**src/rtl/core/cau_pkg.sv**
```systemverilog
// Shared types and codes for the complex arithmetic unit.
// No dependencies; imported by the top module and the multiplier.
package cau_pkg;

	localparam int OP_BITS  = 3;
	localparam int EXP_BITS = 4;

	localparam logic [OP_BITS-1:0] OP_SUB = 3'd0;
	localparam logic [OP_BITS-1:0] OP_MUL = 3'd1;
	localparam logic [OP_BITS-1:0] OP_DIV = 3'd2;
	localparam logic [OP_BITS-1:0] OP_POW = 3'd3;
	localparam logic [OP_BITS-1:0] OP_MAG = 3'd4;

	// product selector: 0 xr*yr, 1 xi*yi, 2 xr*yi, 3 xi*yr
	typedef struct packed {
		logic       vld;
		logic [1:0] idx;
	} mul_tag_t;

endpackage

```
**src/rtl/core/cau_mul.sv**
```systemverilog
// Shared signed multiplier with registered product and tag.
// Depends on cau_pkg for the tag type.
module cau_mul import cau_pkg::*; #(
	parameter int W = 32
) (
	input  logic                  clk,
	input  logic                  arst_n,
	input  logic signed [W-1:0]   op_a,
	input  logic signed [W-1:0]   op_b,
	input  mul_tag_t              tag_in,
	output logic signed [2*W-1:0] prod,
	output mul_tag_t              tag_out
);

	logic signed [2*W-1:0] prod_s1;
	mul_tag_t              tag_s1;

	always_ff @(posedge clk or negedge arst_n) begin
		if (!arst_n) begin
			tag_s1 <= '0;
		end else begin
			tag_s1 <= tag_in;
		end
	end

	always_ff @(posedge clk) begin
		prod_s1 <= op_a * op_b;
	end

	assign prod    = prod_s1;
	assign tag_out = tag_s1;

endmodule

```
**config.mk**
```make
export PLATFORM = sky130hd
export DESIGN_NAME = cau_mul
export DESIGN_NICKNAME = d
export VERILOG_FILES = /design/src/rtl/core/cau_pkg.sv /design/src/rtl/core/cau_mul.sv
export SDC_FILE = /design/constraint.sdc
export NUM_CORES = 2
export LEC_CHECK = 0
export BUFFER_PORTS_ARGS = -buffer_cell sky130_fd_sc_hd__buf_2
export CAP_MARGIN = 20
export CELL_PAD_IN_SITES_DETAIL_PLACEMENT = 0
export CELL_PAD_IN_SITES_GLOBAL_PLACEMENT = 2
export CORE_AREA = 2 2 309 311
export DETAILED_ROUTE_END_ITERATION = 10
export DIE_AREA = 0 0 311 313
export PLACE_DENSITY_LB_ADDON = 0.2
export SLEW_MARGIN = 40
export SYNTH_ARGS = -nofsm -noshare
export SYNTH_HDL_FRONTEND = slang
export SYNTH_SLANG_ARGS = --single-unit
```
**constraint.sdc**
```tcl
create_clock -name clk -period 1.1 [get_ports clk]
set_clock_uncertainty 0.1 [all_clocks]
set_input_delay 0.165 -clock clk [delete_from_list [all_inputs] [get_ports clk]]
set_output_delay 0.165 -clock clk [all_outputs]
set_load 0.02 [all_outputs]
```
* Yosys cells after proc, flatten, opt, wreduce, memory -nomap -nowiden
Cells that the tools add are included.
Operators by class: $add $sub $neg 0, multipliers 1, divide/modulo/power cells 0, order comparisons 0, equality and inequality tests 0, shifts and indexed selects 0, multiplexer cells 0, bitwise logic cells 0, reduce and logical (&&, ||, !) cells 0
Operator list (count):
- multiplier 32 x 32 -> 64 bit | 1
Word-level totals: flip-flop bits (word level) 67, bits in latches 0, bits in writable memories 0, memory bits (read-only) 0, input port bits 69, word-level logic and storage cells 4, memories 0

* Logic depth before layout (Yosys ltp)
word-level depth 1, mapped depth 28

* Worst setup path after synthesis
OpenSTA, ideal clock, no wires.
kind input -> register, start point input port op_b[2], end point register prod_s1[62] (netlist: prod[62]), library setup time 0.072 ns, data arrival time 7.354 ns, data required time 0.928 ns, setup slack -6.426 ns, cell stages on the path 24, path buffers 1, path through clkbuf_1 > nand2_1 > inv_1 > fa_1 > fa_1 > fa_1 > fa_1 > inv_1 > fa_1 > inv_1 > fa_1 > inv_1 > fa_1 > inv_1 > fa_1 > ha_1 > and3_1 > nand2_1 > or3_1 > o22a_1 > o211ai_1 > a31oi_1 > o31ai_1 > xor2_1
Between the ends: longest elaborated chain between the ends 1
Ends and longest elaborated chain:
- start: declaration | line cau_mul.sv:9 | input logic signed [W-1:0] op_b,
- multiplier 32 x 32 -> 64 bit | line cau_mul.sv:27 | prod_s1 <= op_a * op_b;
- end signal: assignment | line cau_mul.sv:27
- end: declaration | line cau_mul.sv:15 | logic signed [2*W-1:0] prod_s1;
No other way between the ends.

* Worst setup path in the final report
start point input port op_a[25], end point register prod_s1[60] (netlist: prod[60])
Between the ends: longest elaborated chain between the ends 1
Ends and longest elaborated chain:
- start: declaration | line cau_mul.sv:8 | input logic signed [W-1:0] op_a,
- multiplier 32 x 32 -> 64 bit | line cau_mul.sv:27
No other way between the ends.

==> metrics.md <==
| Metric | Value |
|---|---|
| Cells after synthesis | `3887` |
| P&R area growth vs syn | `30.9%` |
| WP data arrival | `7230 ps` |
| Post-synth top area share | `58.0%` |
| Grt total ovfl | `0` |
| CP Class | `input port to flip-flop` |
| Commonest non-fill, non-tap cell in the layout | `fa_1` |
| Fmax | `142 MHz` |
| Period utilization | `641%` |
| Die Area | `97300 um^2` |
| Vias | `27.2k` |
| CTS sink cnt | `67` |
| Post-synth top area cell | `fa_1` |
| Detail Route Antenna Nets | `0` |
| Worst-case clock buffer depth | `2` |
| Status | `complete, but fails checks` |
| Final Worst Setup Slack | `-5950 ps` |
| GRT Util Overall | `25.0%` |
| Dpl hpwl | `about 100000 um` |
| Synthesized area per cell | `9.60 um^2` |
| Synthesized cell area | `37300 um^2` |
| Starting Density | `39.6%` |
| First-pass GRT wire length | `185000 um` |
| Post-synth top flop | `dfxtp_1` |
| Netlist cell types | `64` |
| EDFF count, synth | `0` |
| Die span in x | `311 um` |
| CTS tree | `built` |
| Dpl cell area | `44300 um^2` |
| Critical Path RT | `1290 ps` |
| Dpl ws | `-6760 ps` |
| Max_cap viols | `0` |
| Layout Nets | `between 5k and 6k` |
| GP Congestion | `0.872` |
| Core Footprint | `~94000 um^2` |
| Final Critical Period | `7050 ps` |
| I/O Buffers | `between 100 and 150` |
| Crit start category | `input port` |
| Slew headroom | `69.9%` |
| Ys async rst share | `4.48%` |
| DR iter-0 viols | `1064` |
| Worst-path fanout max | `7` |
| Hold Crit Class | `input port to async pin` |
| Cell Rows | `113` |
| H-tree depth | `3` |
| Pin count of the biggest net entering global routing | `25` |
| Final-report setup violation count | `between 60 and 70` |
| Pins over their slew limit | `0` |
| Post-synth net total | `between 5k and 6k` |
| DRC viols | `0` |
| Post-DR wirelength/cell | `20.2 um` |
| Final instance area | `roughly 49000 um^2` |
| I/O pin cnt | `136` |
| TritonRoute pass-1 iters | `5` |
| Die Y | `~310 um` |
| Vias in the first global route | `31.7k` |
| Layout cell share with drive strength beyond 1 | `29.2%` |
| RSZ-0062 raised after global routing | `true` |
| Post-Route WL | `115000 um` |
| Initial antenna violation count | `4` |
| Top cells by area, synth | `fa_1, inv_1, and2_1` |
| CP endpoint kind | `flip-flop` |
| Yosys warning count | `0` |
| Clk slew on worst S/H paths | `~70 ps` |
| Seq/Total Area, Yosys | `under 10%` |
| Seq cells post-synth | `67` |
| Failing checks | `negative setup slack` |
| Commonest non-fill, non-tap cells in the layout | `fa_1, inv_1, nand2_1, and2_1, buf_4` |
| Final Hold Fails | `0` |
| Vias per cell | `4.75` |
| CTS root buf | `clkbuf_16` |
| Number of CTS-inserted buffers | `9` |
| Fillers | `8846` |
| Slew @ Worst Pin | `roughly 450 ps` |
-- registers in the layout, indices dropped and copies added (netlist names) --
register	cells
prod	64
tag_out	3
-- cell type report --
class,instances,area [um^2],share of cell area [%]
Inverter,952,3580,7.33
Tap cell,1265,1580,3.24
Clock inverter,6,138,0.282
Sequential cell,67,1400,2.86
Multi-Input combinational cell,2668,34400,70.3
Antenna cell,2,5.00,0.0102
Timing Repair Buffer,750,7580,15.5
Clock buffer,10,229,0.469
-- stage by stage --
step	instances	setup TNS, ps	hold slack [ps]	utilization, %
3_5_place_dp	5592	-341370	-138	47.1
5_1_grt	5720	-312160	45.0	51.9
3_3_place_gp	5592	-340390	-139	47.1
6_report	5720	-301930	40.1	51.9
4_1_cts	5687	-303800	25.1	50.7
2_1_floorplan	3887	-284720	-231	-
-- per-layer routing --
layer  global-route usage (%)  vias up  wire length, um
li1                         -    12200                -
met1                     29.9    14500            45800
met2                     48.5      381            63300
met3                     1.36      149             2010
met4                     6.48        0             4140
met5                        0        -                0
-- repair_timing --
item / 4_1_cts / 5_1_grt
hold buffers: 4 / 0
pin swaps: 248 / 226
setup endpoints to repair: 108 / 117
buffers inserted: 73 / 52
gates resized for setup: 591 / 260
gates cloned: 7 / 3
endpoints found under the hold margin: 6 / 0
-- cells by family (layout without fill, tap and decap cells) --
family	count (synthesis)	in the layout	synth area share, %
flops	67	67	3.63
xor+xnor	75	75	1.76
buf+inv	1152	1718	11.6
compound gates	193	193	3.46
simple gates	1134	1134	15.3
other cells	0	2	0
fa+ha+maj	1266	1266	64.2
-- worst max-delay path, stage by stage --
cell and delay [ps]:
buf_12 110, buf_12 140, buf_12 130, buf_4 160, nand2_1 90, fa_1 460
fa_1 560, inv_1 70, fa_1 570, fa_2 480, fa_2 640, fa_1 450
fa_1 500, fa_1 580, ha_4 220, a21o_1 160, o21bai_1 210, a2111oi_4 330
o22a_1 170, o211ai_1 140, buf_4 190, a2111oi_4 270, o21bai_1 120, a21oi_1 180
xnor2_1 140
-- worst max path at each step --
stage,end,start,cells after the start
floorplan,prod[62]$_DFF_P_,op_a[31],25
global placement,prod[60]$_DFF_P_,op_a[18],24
detailed placement,prod[60]$_DFF_P_,op_a[18],24
CTS,prod[60]$_DFF_P_,op_a[9],25
global route,prod[60]$_DFF_P_,op_a[31],27
finish,prod[60]$_DFF_P_,op_a[25],25
-- synthesized netlist by cell type (all sizes together) (15+ instances only) --
library cell,instances
a21o,25
a21oi,68
and2,516
clkbuf,195
dfxtp,64
fa,1082
ha,184
inv,952
nand2,511
nand3,15
nor2,42
o21ai,31
o21bai,15
xnor2,53
xor2,22
Power is left out: the tool's default activity adds up to more than one toggle a clock period on the data nets, which glitch-free logic cannot reach.
