==> config.mk <==
export PLATFORM = sky130hd
export DESIGN_NAME = cau_sqrt
export DESIGN_NICKNAME = d
export VERILOG_FILES = /design/src/rtl/core/cau_sqrt.sv
export SDC_FILE = /design/constraint.sdc
export NUM_CORES = 1
export LEC_CHECK = 0
export ABC_AREA = 1
export BUFFER_PORTS_ARGS = -buffer_cell sky130_fd_sc_hd__buf_2
export CAP_MARGIN = 0
export CORE_MARGIN = 3
export CORE_UTILIZATION = 50
export CTS_CLUSTER_DIAMETER = 60
export DETAILED_ROUTE_END_ITERATION = 10
export PLACE_DENSITY_LB_ADDON = 0.25
export SETUP_SLACK_MARGIN = 0.15
export SLEW_MARGIN = 20
export SYNTH_ARGS = -nofsm -noshare
export SYNTH_HDL_FRONTEND = slang
export SYNTH_SLANG_ARGS = --single-unit
==> constraint.sdc <==
create_clock -name clk -period 2.85 [get_ports clk]
set_input_delay 0.4275 -clock clk [delete_from_list [all_inputs] [get_ports clk]]
set_output_delay 0.4275 -clock clk [all_outputs]
set_load 0.01 [all_outputs]
==> src/rtl/core/cau_sqrt.sv <==
// Digit-by-digit integer square root, one root bit per cycle.
// Standalone; result is the floor of the root of a 2W-bit value.
module cau_sqrt #(
	parameter int W = 32
) (
	input  logic           clk,
	input  logic           arst_n,
	input  logic           start,
	input  logic [2*W-1:0] value,
	output logic           done,
	output logic [W-1:0]   root
);

	localparam int CW = $clog2(W + 1);

	logic [W+1:0]   rem_q;
	logic [W-1:0]   root_q;
	logic [2*W-1:0] val_q;
	logic [CW-1:0]  cnt_q;
	logic           busy_q;
	logic           done_q;
	logic [W+3:0]   sh;
	logic [W+3:0]   trial;
	logic [W+4:0]   diff;
	logic           ge;

	assign sh    = {rem_q, val_q[2*W-1 -: 2]};
	assign trial = {2'b00, root_q, 2'b01};
	assign diff  = {1'b0, sh} - {1'b0, trial};
	assign ge    = !diff[W+4];

	always_ff @(posedge clk or negedge arst_n) begin
		if (!arst_n) begin
			busy_q <= 1'b0;
			done_q <= 1'b0;
			cnt_q  <= '0;
		end else begin
			done_q <= 1'b0;
			if (start) begin
				busy_q <= 1'b1;
				cnt_q  <= CW'(W);
			end else if (busy_q) begin
				cnt_q <= cnt_q - 1'b1;
				if (cnt_q == CW'(1)) begin
					busy_q <= 1'b0;
					done_q <= 1'b1;
				end
			end
		end
	end

	always_ff @(posedge clk) begin
		if (start) begin
			rem_q  <= '0;
			root_q <= '0;
			val_q  <= value;
		end else if (busy_q) begin
			rem_q  <= ge ? diff[W+1:0] : sh[W+1:0];
			root_q <= {root_q[W-2:0], ge};
			val_q  <= {val_q[2*W-3:0], 2'b00};
		end
	end

	assign done = done_q;
	assign root = root_q;

endmodule
Word level (Yosys, flattened, before mapping). Cells that the tools add are included.

Register bits after elaboration: 138. Input bits: 67. Output and inout bits: 33. Logic and storage cells: 22.

$add $sub $neg: 2. Equality and inequality tests: 1. Muxes and demuxes: 11. Reductions and logical operators: 2.

Operators with widths (number): 64-bit 2-to-1 mux (2); 36-bit by 34-bit subtractor with 37-bit output (1); 34-bit 2-to-1 mux (1); 6-bit 2-to-1 mux (2); 6-bit by 1-bit == test with 1-bit output (second input constant) (1); 1-bit 2-to-1 mux (6); 6-bit by 1-bit subtractor with 6-bit output (second input constant) (1); 2-bit nonzero test (1); 1-bit logical NOT (1).

Logic depth before layout (Yosys ltp).
Word-level depth: 4. Depth in mapped cells: 17. Mapped depth without buffers: 16.

Worst setup path after synthesis. OpenSTA, ideal clock, no wires.

Path type: in2reg. From: input start. To: register val_q[0], enable pin. Arrival time: 2.803 ns. Path slack: -0.406 ns. Cell stages on the path: 4. Path buffers: 2. Cell sequence: clkbuf_1 nor2_1 clkinv_1 buf_1.

Word-level cells in the longest chain between the ends: 1.

Ends and longest elaborated chain: start, declared (line 8) `input logic start,`; 2-bit nonzero test (no line); end signal, assigned (line 56) `val_q <= value;`; end signal, assigned (line 60) `val_q <= {val_q[2*W-3:0], 2'b00};`; end, declared (line 18) `logic [2*W-1:0] val_q;`.

Every way passes these cells. A chain may end at the register's enable or synchronous reset.

Worst setup path after layout.
From: register root_q[26] (netlist: root[26]). To: register rem_q[28].

Word-level cells in the longest chain between the ends: 2.

Ends and longest elaborated chain: start, declared (line 17) `logic [W-1:0] root_q;`; start signal, assigned (line 59) `root_q <= {root_q[W-2:0], ge};`; 36-bit by 34-bit subtractor with 37-bit output (line 29) `assign diff = {1'b0, sh} - {1'b0, trial};`; 34-bit 2-to-1 mux (line 58) `rem_q <= ge ? diff[W+1:0] : sh[W+1:0];`; end signal, assigned (line 58); end, declared (line 16) `logic [W+1:0] rem_q;`.

Every way passes these cells.

==> flow_summary.json <==
{
  "status": "finished, final reports clean",
  "wl_per_cell_um": 14.0,
  "finalHoldViolations": 0,
  "cts_buffers": 17,
  "cts_tree": "yes",
  "setup_violations": 0,
  "whs_path_depth": 3,
  "ir_worst_vdd_mv": 0.505,
  "async_reset_ff_frac": 0.0580,
  "htreeDepth": 4,
  "vias_per_cell": 4.98,
  "crit_chain": "inv_1, ha_1, nand2_1, nor2_2, nand2_2, inv_1, a21oi_4, nand3_4, nand2_1, inv_1, nand2_1, nand3_1",
  "dpl.hpwl_um": 15800,
  "fin_crit_ns": 2.42,
  "maxClockFrequency_mhz": 414,
  "r2r_cells": 12,
  "grtUsageTotal": 0.242,
  "ys.flop_type": "dfxtp_1",
  "drc": 0,
  "antenna_found_initial": 0,
  "yosysUniqueCellTypes": 37,
  "end_kind": "flip-flop",
  "startpoint_type": "flip-flop",
  "max_stage_delay_ns": 0.39,
  "nets": 1400,
  "grt_max_degree": 67,
  "diodes": 0,
  "clock_path_buffers": 2,
  "dr.pass1.iters": 6,
  "grt_pass1_wl_um": 35300,
  "critical_path.slowest_cell": "ha_1",
  "p_total_mw": 10.0,
  "tightestPinTransition_ns": 0.774,
  "power.leakage_nw": 5.16,
  "clock-root-buffer": "clkbuf_16",
  "critPathKind": "flip-flop to flip-flop",
  "multiInputGateArea_mm2": 0.00403,
  "fin_skew_ns": 0.0105,
  "ys_seq_elements": 138,
  "relSlewSlack": 0.484,
  "io_buffers": 99,
  "r2r-start": "root[26]",
  "slew_violations": 0,
  "layout_commonest_cell": "nand2_1",
  "routed-via-count": 7608,
  "rsz0062_at_grt": "false",
  "ant_nets": 0,
  "drt_iter0_drc": 499,
  "avgSynthCellArea_um2": 6.93,
  "cts_resized": 0,
  "powerDensity_mw_per_mm2": 1050,
  "syn-num-nets": 1306,
  "maxCapViolCount": 0,
  "die_area_mm2": 0.0183,
  "synthCells": 1204,
  "std_cell_rows": 46,
  "startpoint": "root[26]",
  "fp.dieH_um": 135,
  "worstPathRequired_ns": 3.16,
  "fin_util": 0.593,
  "crit_fanout": 33,
  "yosysSeqAreaShare": 0.413,
  "crit_buf_inv": 3,
  "ios": 100,
  "routed_wl_um": 21400,
  "grt_overflow_total": 0,
  "rrSetupSlack_ns": 0.43,
  "post_cts_buffers": 0,
  "clk_latency_ns": 0.42,
  "r2r-end": "rem_q[28]",
  "fin_setup_tns_ns": 0,
  "final-seq-area_mm2": 0.00344,
  "die_w_um": 135,
  "critical-path-top-delay-family": "simple AND/OR/NAND/NOR gates",
  "synth_area_mm2": 0.00834,
  "gp_congestion": 0.958,
  "cts_sinks": 138,
  "synth_edf_count": 64,
  "clkTransAtPathRegs_ns": 0.06,
  "cp.arrival_ns": 2.72,
  "fin_crit_sh": 0.847,
  "hp-start": "value[0]",
  "fill_cells": 1558,
  "ys_warn_count": 0,
  "final_layout_size_suffix_gt1_frac": 0.124,
  "critPathCapture": "rem_q[28]",
  "first_global_vias": 7235,
  "cp.depth": 12,
  "syn2layout_area_growth_pct": 14.6,
  "min-delay-path-class": "primary input to flip-flop",
  "ctsHoldBuffers": 1,
  "core_mm2": 0.0161,
  "final_cell_mix": "nand2_1, inv_1, buf_2",
  "floorplan.initialDensity": 0.517
}
flip-flops by register name, summed over array words and instances, names as in the netlist:
name and flops:
busy_q 1, val_q 64, done 1, root 32, rem_q 34, cnt_q 6
cells in the mapped netlist, types with 3 or more instances:
master	n	area share
nand4_1	22	0.017
edfxtp_1	64	0.23
dfrtp_1	8	0.024
o21ai_0	8	0.0048
nor2_4	4	0.0054
o22ai_1	32	0.024
o21bai_1	3	0.0027
inv_1	186	0.084
ha_1	35	0.053
nor3_1	5	0.0030
nand2_1	546	0.25
xor2_1	13	0.014
nand3b_1	6	0.0054
nand3_1	74	0.044
nor2_2	3	0.0023
nor2_1	46	0.021
a21oi_1	23	0.014
dfxtp_1	66	0.16
nand2_2	7	0.0053
clkbuf_1	25	0.011
and2_1	4	0.0030
buf_6	3	0.0041
power by group:
| group | internal (mW) | switching [mW] |
|---|---|---|
| logic | 1.74 | 3.61 |
| clock network | 1.12 | 0.927 |
| registers | 2.41 | 0.204 |
| total | 5.28 | 4.74 |
worst min-delay path, cell delays in order:
cell and delay (ns):
buf_2 0.07, nand2_1 0.04, inv_1 0.04
logic make-up after synthesis:
| logic type | synth area share |
|---|---|
| xor gates and xnor gates | 0.0158 |
| adders and majority gates | 0.0525 |
| and+or+nand+nor | 0.365 |
| DFF | 0.413 |
| buffers and inverters | 0.105 |
| AOI/OAI and AO/OA | 0.0492 |
per-layer routing:
layer  routed length (um)  GRT usage
met4                  368     0.0605
met3                 1080     0.0527
met5                    0          0
met1                 9870      0.320
met2                10000      0.405
through the flow:
stage | std cells | setup WS (ns) | hold slack [ns] | cell area [um^2]
after floorplan | 1204 | 0.461 | 0.132 | 8350
final | 1527 | 0.435 | 0.258 | 9560
after global placement | 1494 | 0.464 | 0.279 | 9010
after CTS | 1527 | 0.386 | 0.246 | 9560
after global routing | 1527 | 0.165 | 0.255 | 9560
after detailed placement | 1494 | 0.409 | 0.281 | 9010
area by class of cell:
cell class,count,share of cell area
inverters,189,0.0744
flip-flops and latches,138,0.360
well taps,216,0.0283
multi-input cells,844,0.421
clock inverters,15,0.0120
clock buffers,17,0.0445
repair buffers,108,0.0592
worst min-delay path by stage:
stage	end
2_1_floorplan	busy_q
3_3_place_gp	cnt_q[0]
3_5_place_dp	cnt_q[0]
4_1_cts	val_q[0]
5_1_grt	val_q[31]
6_report	val_q[0]
Note: power is estimated with default switching activity, not from simulation.
