### config.mk
export PLATFORM = sky130hd
export DESIGN_NAME = cau_div
export DESIGN_NICKNAME = d
export VERILOG_FILES = /design/src/rtl/core/cau_div.sv
export SDC_FILE = /design/constraint.sdc
export NUM_CORES = 1
export LEC_CHECK = 0
export BUFFER_PORTS_ARGS = -buffer_cell sky130_fd_sc_hd__buf_4
export CAP_MARGIN = 20
export CORE_MARGIN = 4
export CORE_UTILIZATION = 25
export DETAILED_ROUTE_END_ITERATION = 12
export PLACE_DENSITY = 0.41
export SYNTH_ARGS = -nofsm -noshare
export SYNTH_HDL_FRONTEND = slang
export SYNTH_SLANG_ARGS = --single-unit
### constraint.sdc
create_clock -name clk -period 3 [get_ports clk]
set_input_delay 0.15 -clock clk [delete_from_list [all_inputs] [get_ports clk]]
set_output_delay 0.15 -clock clk [all_outputs]
set_load 0.05 [all_outputs]
### src/rtl/core/cau_div.sv
// Restoring unsigned divider, one quotient bit per cycle.
// Standalone; does not use cau_pkg.
module cau_div #(
	parameter int NW = 80,
	parameter int DW = 64
) (
	input  logic          clk,
	input  logic          arst_n,
	input  logic          start,
	input  logic [NW-1:0] dividend,
	input  logic [DW-1:0] divisor,
	output logic          done,
	output logic [NW-1:0] quot
);

	localparam int CW = $clog2(NW + 1);

	logic [DW-1:0] rem_q;
	logic [NW-1:0] quo_q;
	logic [DW-1:0] den_q;
	logic [CW-1:0] cnt_q;
	logic          busy_q;
	logic          done_q;
	logic [DW:0]   sh;
	logic [DW+1:0] diff;
	logic          ge;

	assign sh   = {rem_q, quo_q[NW-1]};
	assign diff = {1'b0, sh} - {2'b00, den_q};
	assign ge   = !diff[DW+1];

	always_ff @(posedge clk or negedge arst_n) begin
		if (!arst_n) begin
			busy_q <= 1'b0;
			done_q <= 1'b0;
			cnt_q  <= '0;
		end else begin
			done_q <= 1'b0;
			if (start) begin
				busy_q <= 1'b1;
				cnt_q  <= CW'(NW);
			end else if (busy_q) begin
				cnt_q <= cnt_q - 1'b1;
				if (cnt_q == CW'(1)) begin
					busy_q <= 1'b0;
					done_q <= 1'b1;
				end
			end
		end
	end

	always_ff @(posedge clk) begin
		if (start) begin
			rem_q <= '0;
			quo_q <= dividend;
			den_q <= divisor;
		end else if (busy_q) begin
			rem_q <= ge ? diff[DW-1:0] : sh[DW-1:0];
			quo_q <= {quo_q[NW-2:0], ge};
		end
	end

	assign done = done_q;
	assign quot = quo_q;

endmodule

### Word-level counts from Yosys, hierarchy flattened

Index checks and enable logic that the tools add are counted.

* register bits: 217
* input bits: 147
* output and inout bits: 81
* word-level logic and storage cells: 22

* $add $sub $neg: 2
* equal/unequal tests: 1
* mux-type cells: 11
* reduce and logical (&&, ||, !) cells: 2

Operator list (count)
* 80-bit 2-to-1 mux: 2
* 65-bit by 64-bit subtractor with 66-bit output: 1
* 64-bit 2-to-1 mux: 1
* 7-bit 2-to-1 mux: 2
* 7-bit by 1-bit == test with 1-bit output (second input constant): 1
* 7-bit by 1-bit subtractor with 7-bit output (second input constant): 1
* 1-bit 2-to-1 mux: 6
* 2-bit nonzero test: 1
* 1-bit zero test: 1

### Longest topological paths before layout

* depth in word-level cells: 4
* depth in mapped cells: 15
* depth with buffers taken out: 14

### Worst setup path after synthesis

OpenSTA, ideal clock, no wires.

* path kind: register to register
* from: register quo_q[79], in the netlist quot[79]
* to: register rem_q[48]
* library setup time: 62 ps
* data arrival time: 3139 ps
* required time: 2938 ps
* slack: -201 ps
* cell stages (with the launch flop): 15
* buffers on the path: 0
* period minus slack after synthesis: 3201 ps
* path through: edfxtp_1 inv_1 ha_1 inv_1 fa_1 a21oi_1 o21ai_1 a211oi_4 o31a_1 o31ai_4 a21boi_2 nor3_1 o31a_1 or3_1 nand3_1

* word-level cells in the longest chain between the ends: 2

RTL lines
* from (decl): line 19 `logic [NW-1:0] quo_q;`
* from (signal assigned): line 55 `quo_q <= dividend;`
* from (signal assigned): line 59 `quo_q <= {quo_q[NW-2:0], ge};`
* 65-bit by 64-bit subtractor with 66-bit output: line 29 `assign diff = {1'b0, sh} - {2'b00, den_q};`
* 64-bit 2-to-1 mux: line 58 `rem_q <= ge ? diff[DW-1:0] : sh[DW-1:0];`
* to (signal assigned): line 58
* to (decl): line 18 `logic [DW-1:0] rem_q;`

Every way passes these cells.
A chain may end at the register's enable or synchronous reset.

### Final worst setup path

Same ends and word-level chain as after synthesis.

==> run metrics <==
outcome=complete, no violations; initial antenna violation count=1; Data required, critical path=~3.5 ns; CP Class=flop to flop; Final #Nets=1927; EDFF count, synth=144; clk root buf=clkbuf_16; sequential share of the synthesized area=~46%; Area growth syn-to-layout=50.2%; fin crit period=2.95 ns; CTS max path bufs=3; slew margin rel.=approximately a third; R2R depth=14; die area=54700 sq um; FF+latch count, synth=217; core area=slightly above 50000 sq um; gp weighted congestion=0.828; Worst Setup Slack, final=between 0.05 and 0.06 ns; Avg Synthesized Cell Area=a little over 10 sq um; synth unique cells=85; crit end category=flop; max cap viols=0; vias in the first global route=approximately 12000; Worst R2R Setup Slack=0.05 ns; crit path launch=quot[79]; Cells after Synth=1236; Hold Vio Cnt, Final=0; pre-CTS WS=-0.141 ns; H-Tree Depth=1; Switch Pwr=approximately 2.6 mW; clock sink count=217; Vias/cell=4.62; 1st-iter DRT viols=536; Pins Over Slew Limit=0; Worst R2R Start=quot[79]; Synth Flop Type=edfxtp_1; via count=11100; Die H=234 um; Post-Syn Nets=1450; sw frac=28.8%; Ports=228; Seq pwr share=40.0%; CP Launch Type=flop; fraction of final layout cells sized beyond drive strength 1=36.2%; first-pass GRT wire length=~66 mm; CTS tree=built; r2r endpoint=rem_q[48]; Int Pwr=6.35 mW; Leak Pwr=8.11 nW; routed wire length=41.9 mm; ANT nets after route=0; fmax=339 MHz; Layout Cells excl Fill=2410; Cell Pwr Density=466 nW/um^2; Synth Cell Area=about 13000 sq um; ys async rst share=4.15%; drt wl/cell=roughly 17 um; part of the power in combinational logic=20.4%; Clock Power Share=39.6%; Cells after DPL=2182; grt ovf=0; most frequent cells in the layout=buf_4, dlygate4sd3_1, edfxtp_1, nor2_1; TNS Setup=0 ns; RSZ-0062 raised after global routing=true; CTS buffer count=30; clock skew=0.0229 ns; gr usage total=between 10 and 15%; crit-path max FO=4; CTS clk-pin slew, worst paths=about 0.06 ns; detailed placer's ending HPWL=30.2 mm; Max VDD drop=0.426 mV; pin count of the biggest net entering global routing=between 80 and 90; Period Utilization, post-route=98.2%; Die Wd=234 um; Remaining DRCs=0; Worst-Margin Slew=1.01 ns; Yosys warnings=0; initial core utilization=between 20 and 30%; worst min path class=primary input to flop; port bufs=roughly 230; most common cell after layout, fill and taps aside=buf_4; critical path arrival=approximately 3.5 ns; Worst-Skew Late Latency=0.58 ns; Setup Viol. Count Final=0; critical path endpoint=rem_q[48]; Core Rows=82; DR pass1 iterations=5
==> area by class of cell <==
| type | count | area [sq um] |
|---|---|---|
| clock inverter | 12 | 110 |
| tap | 672 | 841 |
| multi-input combinational | 864 | 6800 |
| inverter | 84 | 317 |
| fill | 5110 | 31100 |
| clock buffer | 44 | 855 |
| timing repair buffer | 516 | 4380 |
| sequential | 217 | 5830 |
| antenna | 1 | 2.50 |
==> per-stage QoR <==
stage / utilization [%] / hold WS (ns) / total power, mW / cell area, sq um
global placement: 31.7 / -0.0112 / 5.23 / 15900
CTS: 36.7 / 0.245 / 9.02 / 18400
floorplan: - / -0.146 / 4.55 / 12800
detailed placement: 31.7 / -0.0124 / 5.22 / 15900
global route: 38.1 / 0.257 / 9.35 / 19100
finish: 38.1 / 0.290 / 8.91 / 19100
==> per-layer routing <==
metal  global-route usage [%]  up-vias  routed length [um]
met3                     4.06       59                2900
met2                     23.9      297               19300
met1                     20.0     5277               18900
met4                     3.42        0                 812
li1                         -     5507                   -
met5                        0        -                   0
==> worst max-delay path, stage by stage, from the launching register on <==
cell	delay (ns)
edfxtp_1	0.40
inv_2	0.10
ha_4	0.13
inv_2	0.03
fa_2	0.35
a21oi_2	0.18
o21ai_2	0.11
a211oi_4	0.30
o31a_1	0.22
o31ai_4	0.13
a21boi_2	0.20
nor3_2	0.07
o31a_1	0.23
or3_1	0.35
nand3_1	0.08
==> what timing repair did <==
| action | 4_1_cts | 5_1_grt |
|---|---|---|
| gates cloned | 0 | 1 |
| setup endpoints to repair | 16 | 65 |
| setup buffers | 3 | 20 |
| hold buffers | 147 | 0 |
| pin swaps | 9 | 52 |
| endpoints found under the hold margin | 161 | 0 |
| gates resized for setup | 14 | 119 |
==> cell usage after synthesis (4+ instances only) <==
library cell  number  area, sq um
xnor2_1           35          307
or3_1              7         43.8
nand2b_1           8         50.1
a211oi_1          42          315
a31oi_1            9         56.3
inv_1             84          315
a22o_1             6         52.6
mux2i_1           11          110
nor4_1             6         37.5
dfrtp_1            9          225
o31a_1             4         35.0
nand4_1           25          156
a41oi_1            4         35.0
o21ai_0           50          250
edfxtp_1         144         4320
clkbuf_1          42          158
nor2b_1            6         37.5
a21oi_1           91          455
o31ai_1            9         67.6
nor3b_1            4         30.0
a21o_1            30          225
ha_1              66          826
nor3_1            14         70.1
dfxtp_1           64         1280
buf_2             18         90.1
nand3_1           14         70.1
xor2_1            26          228
mux2_2            80          901
o21ai_1           12         60.1
o21a_1             8         60.1
nand2_1           78          293
o21bai_1          15          113
nor2_1           115          432
a21oi_2           17          149
a32oi_1           11         96.3
==> how the worst min path moves through the flow <==
stage / from / to / slack (ns) / cells past startpoint
5_1_grt: divisor[15] / den_q[15] / 0.26 / 2
6_report: divisor[16] / den_q[16] / 0.29 / 2
4_1_cts: divisor[14] / den_q[14] / 0.25 / 2
3_3_place_gp: arst_n / done / -0.01 / 1
2_1_floorplan: arst_n / busy_q / -0.15 / 0
3_5_place_dp: arst_n / done / -0.01 / 1
==> power groups by stage <==
stage               clock network (mW)  logic, mW  registers (mW)
floorplan                            0      0.553            4.00
global placement                     0       1.61            3.62
detailed placement                   0       1.60            3.62
CTS                               3.68       1.78            3.57
global route                      3.81       1.96            3.59
finish                            3.53       1.82            3.56
==> sequential cells by signal, summed over array words and instances, names as in the netlist <==
signal / cells
busy_q: 1
cnt_q: 7
den_q: 64
done: 1
quot: 80
rem_q: 64
==> cell families after synthesis <==
logic type,after synthesis,share of synthesized area (%)
xor+xnor,61,4.19
compound gates,351,19.4
buf+inv,155,5.36
simple gates,294,10.8
flops,217,45.8
fa+ha+maj,67,6.64
mux,91,7.93
(Power assumes the default switching activity.)
